$ cat src/rtl/crtsync_pkg.sv
// Shared types, codes and helpers for the CRT sync timebase.
// Used by crtsync_cfg, crtsync_core and crt_sync_timebase_top; no dependencies.
package crtsync_pkg;

    // Default width of the saturating vsync length and spacing counters.
    localparam int SAT_COUNT_BITS_DEF = 20;

    // Request codes.
    localparam logic [2:0] REQ_TICK      = 3'd0;
    localparam logic [2:0] REQ_HSYNC_ON  = 3'd1;
    localparam logic [2:0] REQ_HSYNC_OFF = 3'd2;
    localparam logic [2:0] REQ_VSYNC_ON  = 3'd3;
    localparam logic [2:0] REQ_VSYNC_OFF = 3'd4;

    // Configuration register indexes.
    localparam logic [2:0] CFG_MIN_VSYNC_US  = 3'd0;
    localparam logic [2:0] CFG_MAX_VSYNC_US  = 3'd1;
    localparam logic [2:0] CFG_VSYNC_INT_PCT = 3'd2;
    localparam logic [2:0] CFG_MAX_LINE_US   = 3'd3;
    localparam logic [2:0] CFG_MAX_LINES     = 3'd4;
    localparam logic [2:0] CFG_TST_PER_LINE  = 3'd5;
    localparam logic [2:0] CFG_TST_PER_FRAME = 3'd6;
    localparam logic [2:0] CFG_DROP_SYNC     = 3'd7;

    // Reset values of the configuration registers.
    localparam logic [9:0]  RST_MIN_VSYNC_US  = 10'd160;
    localparam logic [9:0]  RST_MAX_VSYNC_US  = 10'd400;
    localparam logic [7:0]  RST_VSYNC_INT_PCT = 8'd90;
    localparam logic [9:0]  RST_MAX_LINE_US   = 10'd84;
    localparam logic [9:0]  RST_MAX_LINES     = 10'd320;
    localparam logic [9:0]  RST_TST_PER_LINE  = 10'd207;
    localparam logic [16:0] RST_TST_PER_FRAME = 17'd64584;
    localparam logic [1:0]  RST_DROP_SYNC     = 2'd0;

    // floor(x / 100) for x below 2^30 equals (x * GAP_RECIP) >> 32.
    localparam logic [25:0] GAP_RECIP = 26'd42949673;

    // Cycles after reset or a register write until derived thresholds are valid.
    localparam logic [1:0] SETTLE_CYCLES = 2'd2;

    localparam logic [14:0] X_MAX = 15'h7FFF;

    typedef enum logic [1:0] {
        VM_OFF       = 2'd0,
        VM_RECEIVED  = 2'd1,
        VM_ACCEPTING = 2'd2,
        VM_EXCEEDED  = 2'd3
    } t_vmode;

    // Thresholds in ticks, derived from the configuration registers.
    typedef struct packed {
        logic [13:0] vmin;
        logic [13:0] vmax;
        logic [13:0] line_to;
        logic [18:0] gap;
        logic [9:0]  max_lines;
        logic [16:0] tpf;
        logic [1:0]  drop;
    } t_thresh;

    // Advance one line, wrapping to zero past the line limit.
    function automatic logic [10:0] next_line(input logic [10:0] y,
                                              input logic [9:0] max_lines);
        logic [10:0] y1;
        y1 = y + 11'd1;
        return (y1 > {1'b0, max_lines}) ? 11'd0 : y1;
    endfunction

endpackage

$ cat src/rtl/crtsync_cfg.sv
// Configuration registers and the tick thresholds derived from them.
// Depends on crtsync_pkg.
module crtsync_cfg (
    input  logic                  i_clk,
    input  logic                  i_rst_n,
    input  logic                  i_wr,
    input  logic [2:0]            i_index,
    input  logic [16:0]           i_data,
    output crtsync_pkg::t_thresh  o_th,
    output logic                  o_busy
);
    logic [9:0]  r_min_us, r_max_us, r_line_us, r_max_lines, r_tpl;
    logic [7:0]  r_pct;
    logic [16:0] r_tpf;
    logic [1:0]  r_drop;
    logic [1:0]  r_settle;

    logic [13:0] r_vmin, r_vmax, r_line_to;
    logic [24:0] r_gap_prod;
    logic [18:0] r_gap;

    logic [19:0] vmin_prod, vmax_prod, line_prod;
    logic [50:0] gap_recip_prod;

    always_ff @(posedge i_clk) begin
        if (!i_rst_n) begin
            r_min_us    <= crtsync_pkg::RST_MIN_VSYNC_US;
            r_max_us    <= crtsync_pkg::RST_MAX_VSYNC_US;
            r_pct       <= crtsync_pkg::RST_VSYNC_INT_PCT;
            r_line_us   <= crtsync_pkg::RST_MAX_LINE_US;
            r_max_lines <= crtsync_pkg::RST_MAX_LINES;
            r_tpl       <= crtsync_pkg::RST_TST_PER_LINE;
            r_tpf       <= crtsync_pkg::RST_TST_PER_FRAME;
            r_drop      <= crtsync_pkg::RST_DROP_SYNC;
            r_settle    <= crtsync_pkg::SETTLE_CYCLES;
        end else if (i_wr) begin
            r_settle <= crtsync_pkg::SETTLE_CYCLES;
            case (i_index)
                crtsync_pkg::CFG_MIN_VSYNC_US:  r_min_us    <= i_data[9:0];
                crtsync_pkg::CFG_MAX_VSYNC_US:  r_max_us    <= i_data[9:0];
                crtsync_pkg::CFG_VSYNC_INT_PCT: r_pct       <= i_data[7:0];
                crtsync_pkg::CFG_MAX_LINE_US:   r_line_us   <= i_data[9:0];
                crtsync_pkg::CFG_MAX_LINES:     r_max_lines <= i_data[9:0];
                crtsync_pkg::CFG_TST_PER_LINE:  r_tpl       <= i_data[9:0];
                crtsync_pkg::CFG_TST_PER_FRAME: r_tpf       <= i_data;
                crtsync_pkg::CFG_DROP_SYNC:     r_drop      <= i_data[1:0];
                default: ;
            endcase
        end else if (r_settle != 2'd0) begin
            r_settle <= r_settle - 2'd1;
        end
    end

    // Microseconds to ticks: us * ticks_per_line / 64.
    assign vmin_prod = r_min_us * r_tpl;
    assign vmax_prod = r_max_us * r_tpl;
    assign line_prod = r_line_us * r_tpl;
    assign gap_recip_prod = r_gap_prod * crtsync_pkg::GAP_RECIP;

    // Two register stages: products first, then the divide by 100 of the spacing.
    always_ff @(posedge i_clk) begin
        r_vmin     <= vmin_prod[19:6];
        r_vmax     <= vmax_prod[19:6];
        r_line_to  <= line_prod[19:6];
        r_gap_prod <= r_tpf * r_pct;
        r_gap      <= gap_recip_prod[50:32];
    end

    assign o_th.vmin      = r_vmin;
    assign o_th.vmax      = r_vmax;
    assign o_th.line_to   = r_line_to;
    assign o_th.gap       = r_gap;
    assign o_th.max_lines = r_max_lines;
    assign o_th.tpf       = r_tpf;
    assign o_th.drop      = r_drop;
    assign o_busy         = (r_settle != 2'd0);

endmodule

$ cat src/rtl/crtsync_core.sv
// Timebase state and its combinational update for one request.
// The state registers double as the result register. Depends on crtsync_pkg.
module crtsync_core #(
    parameter int SAT_COUNT_BITS = crtsync_pkg::SAT_COUNT_BITS_DEF
) (
    input  logic                  i_clk,
    input  logic                  i_rst_n,
    input  logic                  i_go,
    input  logic [2:0]            i_req_type,
    input  logic [7:0]            i_tick_len,
    input  crtsync_pkg::t_thresh  i_th,
    output logic [14:0]           o_beam_x,
    output logic [10:0]           o_beam_y,
    output logic [16:0]           o_frame_time,
    output logic [1:0]            o_vsync_state,
    output logic                  o_hsync_level,
    output logic                  o_vsync_accepted,
    output logic [1:0]            o_lines_advanced
);
    localparam logic [SAT_COUNT_BITS-1:0] SAT_MAX = {SAT_COUNT_BITS{1'b1}};

    logic [14:0]               r_x, n_x;
    logic [10:0]               r_y, n_y;
    logic [16:0]               r_frame, n_frame;
    crtsync_pkg::t_vmode       r_mode, n_mode;
    logic [SAT_COUNT_BITS-1:0] r_vlen, n_vlen, r_since, n_since;
    logic                      r_hs_on, n_hs_on, r_hs_pend, n_hs_pend;
    logic                      r_acc, n_acc;
    logic [1:0]                r_lines, n_lines;

    logic [15:0]               x_sum;
    logic [SAT_COUNT_BITS:0]   vl_sum, sv_sum;
    logic [SAT_COUNT_BITS-1:0] since_base;
    logic [17:0]               f_sum, f_wrap;

    assign x_sum = {1'b0, r_x} + 16'(i_tick_len);
    assign vl_sum = {1'b0, r_vlen} + (SAT_COUNT_BITS + 1)'(i_tick_len);
    assign f_sum = {1'b0, r_frame} + 18'(i_tick_len);
    assign f_wrap = (f_sum >= {1'b0, i_th.tpf}) ? (f_sum - {1'b0, i_th.tpf}) : f_sum;
    assign sv_sum = {1'b0, since_base} + (SAT_COUNT_BITS + 1)'(i_tick_len);

    always_comb begin
        n_x       = r_x;
        n_y       = r_y;
        n_frame   = r_frame;
        n_mode    = r_mode;
        n_vlen    = r_vlen;
        n_since   = r_since;
        n_hs_on   = r_hs_on;
        n_hs_pend = r_hs_pend;
        n_acc     = 1'b0;
        n_lines   = 2'd0;
        since_base = r_since;
        case (i_req_type)
            crtsync_pkg::REQ_TICK: begin
                if (r_mode != crtsync_pkg::VM_ACCEPTING) begin
                    n_x = x_sum[15] ? crtsync_pkg::X_MAX : x_sum[14:0];
                end
                if (r_mode != crtsync_pkg::VM_OFF) begin
                    n_vlen = vl_sum[SAT_COUNT_BITS] ? SAT_MAX
                                                    : vl_sum[SAT_COUNT_BITS-1:0];
                    if (r_mode == crtsync_pkg::VM_RECEIVED) begin
                        // The spacing may be wider than a narrow counter, so compare at 32 bits.
                        if (n_vlen >= SAT_COUNT_BITS'(i_th.vmin) &&
                            n_vlen < SAT_COUNT_BITS'(i_th.vmax) &&
                            32'(r_since) >= 32'(i_th.gap)) begin
                            since_base = '0;
                            n_mode     = crtsync_pkg::VM_ACCEPTING;
                            n_acc      = 1'b1;
                        end
                    end else if (r_mode == crtsync_pkg::VM_ACCEPTING) begin
                        n_y = 11'd0;
                        if (n_vlen > SAT_COUNT_BITS'(i_th.vmax)) begin
                            n_mode = crtsync_pkg::VM_EXCEEDED;
                        end
                    end
                end else begin
                    if (r_hs_on) begin
                        n_x = 15'd0;
                    end
                    if (r_hs_pend) begin
                        n_hs_pend = 1'b0;
                        n_y       = crtsync_pkg::next_line(n_y, i_th.max_lines);
                        n_x       = 15'd0;
                        n_lines   = 2'd1;
                    end
                end
                // Hsync timeout, suppressed while the beam is held by vsync.
                if (n_x >= {1'b0, i_th.line_to} && n_mode != crtsync_pkg::VM_ACCEPTING) begin
                    n_y     = crtsync_pkg::next_line(n_y, i_th.max_lines);
                    n_x     = 15'd0;
                    n_lines = n_lines + 2'd1;
                end
                n_frame = f_wrap[16:0];
                n_since = sv_sum[SAT_COUNT_BITS] ? SAT_MAX : sv_sum[SAT_COUNT_BITS-1:0];
            end
            crtsync_pkg::REQ_HSYNC_ON: begin
                if (!i_th.drop[0] && !r_hs_on) begin
                    n_hs_on   = 1'b1;
                    n_hs_pend = 1'b1;
                end
            end
            crtsync_pkg::REQ_HSYNC_OFF: begin
                n_hs_on = 1'b0;
            end
            crtsync_pkg::REQ_VSYNC_ON: begin
                if (!i_th.drop[1] && r_mode == crtsync_pkg::VM_OFF) begin
                    n_mode = crtsync_pkg::VM_RECEIVED;
                    n_vlen = '0;
                end
            end
            crtsync_pkg::REQ_VSYNC_OFF: begin
                n_mode = crtsync_pkg::VM_OFF;
            end
            default: ;
        endcase
    end

    always_ff @(posedge i_clk) begin
        if (!i_rst_n) begin
            r_x       <= '0;
            r_y       <= '0;
            r_frame   <= '0;
            r_mode    <= crtsync_pkg::VM_OFF;
            r_vlen    <= '0;
            r_since   <= '0;
            r_hs_on   <= 1'b0;
            r_hs_pend <= 1'b0;
            r_acc     <= 1'b0;
            r_lines   <= 2'd0;
        end else if (i_go) begin
            r_x       <= n_x;
            r_y       <= n_y;
            r_frame   <= n_frame;
            r_mode    <= n_mode;
            r_vlen    <= n_vlen;
            r_since   <= n_since;
            r_hs_on   <= n_hs_on;
            r_hs_pend <= n_hs_pend;
            r_acc     <= n_acc;
            r_lines   <= n_lines;
        end
    end

    assign o_beam_x         = r_x;
    assign o_beam_y         = r_y;
    assign o_frame_time     = r_frame;
    assign o_vsync_state    = r_mode;
    assign o_hsync_level    = r_hs_on;
    assign o_vsync_accepted = r_acc;
    assign o_lines_advanced = r_lines;

endmodule

$ cat src/rtl/crt_sync_timebase_top.sv
// Top level of the CRT sync timebase: input register, handshakes, and the
// configuration and core blocks. Depends on crtsync_pkg, crtsync_cfg, crtsync_core.
//
//  Channel | Signals                                  | Direction
//  --------+------------------------------------------+----------
//  request | i_in_valid, o_in_ready, i_req_type,      | in
//          | i_tick_len                               |
//  result  | o_out_valid, i_out_ready, o_beam_x ...   | out
//          | o_lines_advanced                         |
//  config  | i_cfg_valid, o_cfg_ready, i_cfg_index,   | in
//          | i_cfg_data                               |
//
// One request per cycle is sustained while results are taken and the thresholds are not
// being recomputed; the transaction loads the input register, and the held request
// then updates the state registers, which hold its result, once the result slot is free.
// The whole state update is combinational from the input register.
// After reset and after every configuration write the request channel holds
// ready low while the tick thresholds are recomputed.
// A stalled result holds the state; the input register still takes one request.
module crt_sync_timebase_top #(
    parameter int SAT_COUNT_BITS = crtsync_pkg::SAT_COUNT_BITS_DEF
) (
    input  logic        i_clk,
    input  logic        i_rst_n,
    input  logic        i_in_valid,
    output logic        o_in_ready,
    input  logic [2:0]  i_req_type,
    input  logic [7:0]  i_tick_len,
    output logic        o_out_valid,
    input  logic        i_out_ready,
    output logic [14:0] o_beam_x,
    output logic [10:0] o_beam_y,
    output logic [16:0] o_frame_time,
    output logic [1:0]  o_vsync_state,
    output logic        o_hsync_level,
    output logic        o_vsync_accepted,
    output logic [1:0]  o_lines_advanced,
    input  logic        i_cfg_valid,
    output logic        o_cfg_ready,
    input  logic [2:0]  i_cfg_index,
    input  logic [16:0] i_cfg_data
);
    crtsync_pkg::t_thresh th;
    logic       cfg_busy;
    logic       go;
    logic       r_in_valid;
    logic [2:0] r_req_type;
    logic [7:0] r_tick_len;
    logic       r_out_valid;

    assign o_cfg_ready = 1'b1;

    // The held request moves into the state update when the result slot frees.
    assign go         = r_in_valid && (!r_out_valid || i_out_ready);
    assign o_in_ready = !cfg_busy && (!r_in_valid || go);

    always_ff @(posedge i_clk) begin
        if (!i_rst_n) begin
            r_in_valid  <= 1'b0;
            r_out_valid <= 1'b0;
        end else begin
            if (i_in_valid && o_in_ready) begin
                r_in_valid <= 1'b1;
            end else if (go) begin
                r_in_valid <= 1'b0;
            end
            if (go) begin
                r_out_valid <= 1'b1;
            end else if (i_out_ready) begin
                r_out_valid <= 1'b0;
            end
        end
    end

    always_ff @(posedge i_clk) begin
        if (i_in_valid && o_in_ready) begin
            r_req_type <= i_req_type;
            r_tick_len <= i_tick_len;
        end
    end

    crtsync_cfg u_cfg (
        .i_clk   (i_clk),
        .i_rst_n (i_rst_n),
        .i_wr    (i_cfg_valid && o_cfg_ready),
        .i_index (i_cfg_index),
        .i_data  (i_cfg_data),
        .o_th    (th),
        .o_busy  (cfg_busy)
    );

    crtsync_core #(
        .SAT_COUNT_BITS (SAT_COUNT_BITS)
    ) u_core (
        .i_clk            (i_clk),
        .i_rst_n          (i_rst_n),
        .i_go             (go),
        .i_req_type       (r_req_type),
        .i_tick_len       (r_tick_len),
        .i_th             (th),
        .o_beam_x         (o_beam_x),
        .o_beam_y         (o_beam_y),
        .o_frame_time     (o_frame_time),
        .o_vsync_state    (o_vsync_state),
        .o_hsync_level    (o_hsync_level),
        .o_vsync_accepted (o_vsync_accepted),
        .o_lines_advanced (o_lines_advanced)
    );

    assign o_out_valid = r_out_valid;

endmodule

$ cat config.mk
export PLATFORM = sky130hd
export DESIGN_NAME = crt_sync_timebase_top
export DESIGN_NICKNAME = d
export VERILOG_FILES = /design/src/rtl/crtsync_pkg.sv /design/src/rtl/crtsync_cfg.sv /design/src/rtl/crtsync_core.sv /design/src/rtl/crt_sync_timebase_top.sv
export SDC_FILE = /design/constraint.sdc
export NUM_CORES = 2
export LEC_CHECK = 0
export BUFFER_PORTS_ARGS = -buffer_cell sky130_fd_sc_hd__clkbuf_2
export CAP_MARGIN = 20
export CELL_PAD_IN_SITES_DETAIL_PLACEMENT = 0
export CELL_PAD_IN_SITES_GLOBAL_PLACEMENT = 1
export CORE_ASPECT_RATIO = 1.5
export CORE_MARGIN = 1.5
export CORE_UTILIZATION = 46
export CTS_CLUSTER_DIAMETER = 120
export CTS_CLUSTER_SIZE = 28
export DETAILED_ROUTE_END_ITERATION = 12
export PLACE_DENSITY = 0.86
export SYNTH_ARGS = -nofsm -noshare
export SYNTH_HDL_FRONTEND = slang
export SYNTH_SLANG_ARGS = --single-unit
$ cat constraint.sdc
create_clock -name i_clk -period 6.4 [get_ports i_clk]
set_clock_uncertainty 0.15 [all_clocks]
set_input_delay 1.28 -clock i_clk [delete_from_list [all_inputs] [get_ports i_clk]]
set_output_delay 1.28 -clock i_clk [all_outputs]
set_load 0.02 [all_outputs]
# Word level (Yosys, flattened, before mapping)
# Cells that the tools add are included.
# Widths: inputs -> output; s select.
# totals
mem_bits_ro	0
ramBits	0
n_memories	0
latchBits	0
ff_bits	268
# op_classes
n_shift	0
n_bitwise	1
n_eq_ne	19
reduce_logical	41
div	0
mux	50
n_mul	5
add_sub_neg	9
magnitude_cmp	8
# op_table
cell	count
$mux 20	8
$mux 15	7
$mux 11	8
$mul 10x10->20	3
$mul 25x26->51 const B	1
$add 20x8->21	2
$pmux 20 s2	1
$mul 17x8->25	1
$add 11x1->11 const B	2
$gt 11x10->1	2
$mux 2	11
$ge 20x14->1	1
$ge 20x19->1	1
$gt 20x14->1	1
$lt 20x14->1	1
$add 17x8->18	1
$ge 18x17->1	1
$reduce_and 2->1	9
$mux 17	1
$sub 17x17->17	1
$add 15x8->16	1
$eq 3x3->1 const B	5
$ge 15x14->1	1
$reduce_bool 2->1	7
other kinds (21)	56

# Longest topological paths before layout
# depth
depth_word	13
mapped_depth	35
ltp_nobuf	33

# Modules after synthesis
# Synthesis repeated with hierarchy kept, for this count alone.
# hier_totals
hier_cells	4352
hier_area_um2	38065.3
# by_module_without_submodules
module	seq_area_each_um2	instances	cells_per_inst	area_each_um2
crtsync_cfg	3303.2	1	3051	28090.7
crtsync_core	1801.7	1	1278	9534.1
crt_sync_timebase_top	370.4	1	23	440.4

# Least setup slack after synthesis
# Ideal clock, no wire load.
# synth_path
path_type	register -> register
from	reg r_tick_len[0]
to	reg u_core.r_since[12]
setup_slack_ns	-0.362
stages_incl_launch_ff	33
t_arrival_ns	6.521
setup_ns	0.091
path_buffers	3
cell_sequence	edfxtp_1 ha_1 fa_1 a21oi_1 nand4b_1 and3_1 nor3b_2 nand2_1 or2_2 clkbuf_1 o21ai_0 ha_1 a21o_1 a21o_1 a211oi_1 o211a_1 a21oi_1 nor3b_1 nand4_1 clkbuf_1 and2_1 ha_1 nor2b_1 o21ai_0 a21boi_0 o21ai_1 a21oi_1 o21ai_0 a2111oi_2 nand3b_1 and2_1 clkbuf_1 a311oi_1
# synth_between
elab_chain_len	11
# synth_rtl
item	line_no	source
start: declaration	crt_sync_timebase_top.sv:48	logic [7:0] r_tick_len;
start signal: assignment	crt_sync_timebase_top.sv:78	r_tick_len <= i_tick_len;
$add 20x8->21	crtsync_core.sv:37	assign vl_sum = {1'b0, r_vlen} + (SAT_COUNT_BITS + 1)'(i_tick_len);
$mux 20	crtsync_core.sv:60	n_vlen = vl_sum[SAT_COUNT_BITS] ? SAT_MAX
$ge 20x14->1 or $lt 20x14->1 (tied branches)	crtsync_core.sv:64, crtsync_core.sv:65	
$logic_and 1x1->1	crtsync_core.sv:64	if (n_vlen >= SAT_COUNT_BITS'(i_th.vmin) &&
$logic_and 1x1->1	crtsync_core.sv:65	n_vlen < SAT_COUNT_BITS'(i_th.vmax) &&
$mux 20	crtsync_core.sv:64	
$mux 20	crtsync_core.sv:62	if (r_mode == crtsync_pkg::VM_RECEIVED) begin
$mux 20	crtsync_core.sv:59	if (r_mode != crtsync_pkg::VM_OFF) begin
$mux 20	crtsync_core.sv:54	case (i_req_type)
$add 20x8->21 (*)	crtsync_core.sv:40	assign sv_sum = {1'b0, since_base} + (SAT_COUNT_BITS + 1)'(i_tick_len);
$mux 20 (*)	crtsync_core.sv:95	n_since = sv_sum[SAT_COUNT_BITS] ? SAT_MAX : sv_sum[SAT_COUNT_BITS-1:0];
end signal: assignment	crtsync_core.sv:137	r_since <= n_since;
end: declaration	crtsync_core.sv:26	logic [SAT_COUNT_BITS-1:0] r_vlen, n_vlen, r_since, n_since;
# Mark *: on every way between the ends. The rest lies on a longest branch, timed or not.
# A chain may end at the register's enable or synchronous reset.

# Final worst setup path
# layout_path
from	reg u_cfg.r_gap_prod[4]
to	reg u_cfg.r_gap[17]
# layout_between
elab_chain_len	1
# layout_rtl
item	line_no	source
start: declaration	crtsync_cfg.sv:19	logic [24:0] r_gap_prod;
start signal: assignment	crtsync_cfg.sv:65	r_gap_prod <= r_tpf * r_pct;
$mul 25x26->51	crtsync_cfg.sv:58	assign gap_recip_prod = r_gap_prod * crtsync_pkg::GAP_RECIP;
named net u_cfg.gap_recip_prod[49]	crtsync_cfg.sv:23	logic [50:0] gap_recip_prod;
end signal: assignment	crtsync_cfg.sv:66	r_gap <= gap_recip_prod[50:32];
end: declaration	crtsync_cfg.sv:20	logic [18:0] r_gap;
# The timed path passes the listed nets, and every way through them passes these cells.

==> summary.md <==
| Metric | Value |
|---|---|
| CTS Root Buffer Type | clkbuf_16 |
| Crit path largest cell delay | ~0.57 ns |
| Die Span X | ~240 um |
| Worst reg-to-reg setup slack | -0.18 ns |
| Endpoints failing setup | 15 |
| Largest net degree at the start of global routing | between 60 and 70 |
| Die height | between 300 and 400 um |
| Crit-path slowest cell | fa_1 |
| Compound-Gate Fraction of Synth Area | 0.09630 |
| WL per Instance | 19.02 um |
| Max Root-Sink Buffers | 3 |
| Largest family of logic cells by synthesized area | adder cells |
| Final Hold Fails | 0 |
| CORE AREA | 80880 um^2 |
| Crit path cell chain | buf_4, ha_1, inv_2, fa_1, fa_1, inv_1, fa_1, inv_1, fa_1, fa_1, inv_1, fa_1, ha_1, a211oi_2, o21ai_1, nand4_1, o311ai_4, a21oi_2, a21oi_2, o21ai_2, o21ai_2, a41o_1, or4_4, o311ai_2 |
| Outcome | complete, but fails checks |
| TritonCTS clock tree | done |
| Final core utilization | 0.5232 |
| Ys async rst share | 0 |
| Synth area leader | fa_1 |
| Area grow syn2layout | 12.93% |
| Startpoint types | register |
| Mux cell area share after synthesis | 0.002705 |
| Worst slack, placed | -0.7859 ns |
| Final ANT Viol Nets | 0 |
| H-tree lvl count | 1 |
| PortBufs | 86 |
| FMAX | about 150 MHz |
| Buffers and inverters on the worst path | 5 |
| Total CTS buffers | 14 |
| Area post-placement | just over 40000 um^2 |
| DRC | 0 |
| Yosys cell types | between 80 and 90 |
| Worst Path Required | 6.72 ns |
| Rows | between 100 and 150 |
| Post-Synth Simple-Gate Area | 0.1619 |
| Io pins | between 80 and 90 |
| Hold Buf Count CTS | 0 |
| Filler instances | between 7000 and 8000 |
| Dominant cells by area after synthesis | fa_1 (26%), ha_1 (20%), dfxtp_1 (14%) |
| Clock sink total | between 200 and 300 |
| Max Cap Viol | 0 |
| Final cycle utilization of the critical path | 1.029 |
| Final hold slack | ~0.31 ns |
| HP Class | register to register |
| Critical R2R Launch | u_cfg.r_gap_prod[4] |
| Via density per instance | 5.338 |
| Dpl hpwl | 88550 um |
| Initial core utilization | 0.4633 |
| First-pass GRT wire length | 170200 um |
| N_diodes | 0 |
| Flops & latches, synth | between 200 and 300 |
| Yosys top cell area share | 0.2628 |
| Hold Path Sink | u_cfg.r_max_lines[9] |
| Fin nets | roughly 5700 |
| Final Instance Area | about 42000 um^2 |
| Ys flop type | dfxtp_1 |
| Kind of critical path | register to register |
| RSZ-0062 raised after global routing | yes |
| Crit path top cell by count | fa_1 |
| Initial antenna violation count | 0 |
| Min cycle time layout | roughly 6.6 ns |
| XOR/XNOR Fraction of Synth Area | 0.03249 |
| Cell family with most CP delay | adder cells |
| Hold Path Depth | 2 |
| Worst Setup SP | u_cfg.r_gap_prod[4] |
| Critical Path Fanout Max | 6 |
| Crit end category | register |
| Violated checks | setup timing |
| Pre-Repair DR Iteration Count | 5 |
| Final worst slack | -0.1843 ns |
| Met3 WL | 3898 um |
| Worst-Skew Late Latency | around 0.54 ns |
| Layout cells sized above 1 | 0.1332 |
| Grt ovf | 0 |
| Vias | between 20000 and 30000 |
| Gpl congestion | just over 1 |
| Synth Area in Adders | 0.4639 |
| Clock transition at path regs | around 0.12 ns |
| Worst EP arrival | approximately 7 ns |
| Seq/Total Area, Yosys | 0.1461 |
| Syn_nets | 5449 |
| DR iter-0 viols | roughly 1400 |
| Total Routing Usage GR | 0.2608 |
| Worst Tran Pin Value | about 1.2 ns |
| Crit Reg-Reg Endpoint | u_cfg.r_gap[17] |
| Number of synthesized flops with an enable pin | 11 |
| M1 wire length | 38000 um |
| Met2 WL post-DR | approximately 57000 um |
| Cells after Synth | 4319 |
| Synthesized area | around 37000 um^2 |
| Cells on worst reg2reg path | 24 |
| WL final | 106700 um |
| Yosys warnings | 0 |
| Max_slew headroom | 0.1770 |
| Final Slew Violations | 0 |
| Max Used Layer | met4 |
| Hold Startpoint | u_cfg.r_max_lines[9] |
| Vias in the first global route | between 30000 and 40000 |
| Area of the die | between 80000 and 90000 um^2 |
| Syn_area_per_cell | 8.676 um^2 |
-- synth_stat cells, types with 23 or more instances --
library cell  instances
inv_1               791
ha_1                602
nand2_1             542
fa_1                492
dfxtp_1             257
a21oi_1             215
and2_1              198
nor2_1              193
clkbuf_1            144
o21ai_0             107
xnor2_1             100
nand3_1              88
nor3_1               78
xor2_1               39
a21o_1               38
nand4_1              36
o21a_1               36
nor2b_1              35
a211oi_1             31
o211ai_1             24
nand2b_1             23
-- area by class of cell --
type / instances / area [um^2] / area share
Clock buffer: 17 / 382.9 / 0.009047
Clock inverter: 2 / 40.04 / 0.0009461
Inverter: 792 / 2975 / 0.07031
Multi-Input combinational cell: 3096 / 29310 / 0.6926
Sequential cell: 268 / 5488 / 0.1297
Tap cell: 1040 / 1301 / 0.03075
Timing Repair Buffer: 396 / 2820 / 0.06664
-- worst register-to-register path, cell delays in order, from the launching register on --
cell	delay [ns]
dfxtp_2	0.34
buf_4	0.16
ha_1	0.33
inv_2	0.08
fa_1	0.46
fa_1	0.57
inv_1	0.06
fa_1	0.50
inv_1	0.05
fa_1	0.49
fa_1	0.49
inv_1	0.05
fa_1	0.43
ha_1	0.31
a211oi_2	0.29
o21ai_1	0.11
nand4_1	0.14
o311ai_4	0.19
a21oi_2	0.25
a21oi_2	0.09
o21ai_2	0.18
o21ai_2	0.08
a41o_1	0.23
or4_4	0.43
o311ai_2	0.09
-- layer usage --
| layer | global-route usage | vias up |
|---|---|---|
| met5 | 0 | - |
| met4 | 0.1532 | 0 |
| met3 | 0.03413 | 251 |
| met2 | 0.5058 | 555 |
| met1 | 0.2620 | 14830 |
| li1 | - | 14320 |
-- state kept, by name, indices dropped and copies added, names as in the netlist, 11 cells and up --
name                 count
u_cfg.r_vmax            14
u_cfg.r_gap_prod        25
u_core.o_beam_y         11
u_cfg.r_line_to         14
u_cfg.r_vmin            14
u_cfg.r_tpf             17
u_core.r_vlen           20
u_core.o_beam_x         15
u_cfg.r_gap             19
u_core.o_frame_time     17
u_core.r_since          20
-- how the worst max path moves through the flow --
| stage | to | slack, ns | cells past startpoint |
|---|---|---|---|
| final | u_cfg.r_gap[17] | -0.18 | 24 |
| after global routing | u_cfg.r_gap[17] | -0.41 | 24 |
| after CTS | u_cfg.r_gap[17] | -0.23 | 24 |
| after detailed placement | u_cfg.r_gap[17] | -0.79 | 23 |
| after global placement | u_cfg.r_gap[17] | -0.71 | 23 |
| after floorplan | u_cfg.r_gap[17] | 0.009 | 23 |
-- cells in the final DEF, fill, tap and decap left out, drive strengths merged, types with 38 or more instances in the layout --
cell type / n
inv: 794
nand2: 542
xnor2: 100
clkbuf: 103
dfxtp: 257
buf: 310
o21ai: 115
and2: 198
nor3: 78
nor2: 194
a21oi: 216
xor2: 39
fa: 492
ha: 602
a21o: 38
nand3: 93
-- per-stage QoR --
step	setup TNS, ns	instances
detailed placement	-10.02	5548
global placement	-10.37	5548
floorplan	0	4319
finish	-0.7963	5611
global route	-7.331	5611
CTS	-0.8267	5599
-- repair_timing --
action | 4_1_cts | 5_1_grt
pin swaps | 41 | 81
resized for setup | 73 | 125
cloned | 1 | 0
endpoints found under the hold margin | 0 | 0
buffers inserted | 31 | 15
setup endpoints to repair | 36 | 37
-- cells by family after synthesis --
family | count (synthesis)
AND/OR/NAND/NOR | 1282
adder cells (fa/ha/maj) | 1094
buffers and inverters | 955
AO/OA/AOI/OAI | 570
flip-flops | 268
XOR/XNOR | 139
multiplexers | 10
other | 1
Power is not shown: default switching activity piles up to over one toggle a cycle in this logic, so the estimate is an artifact.
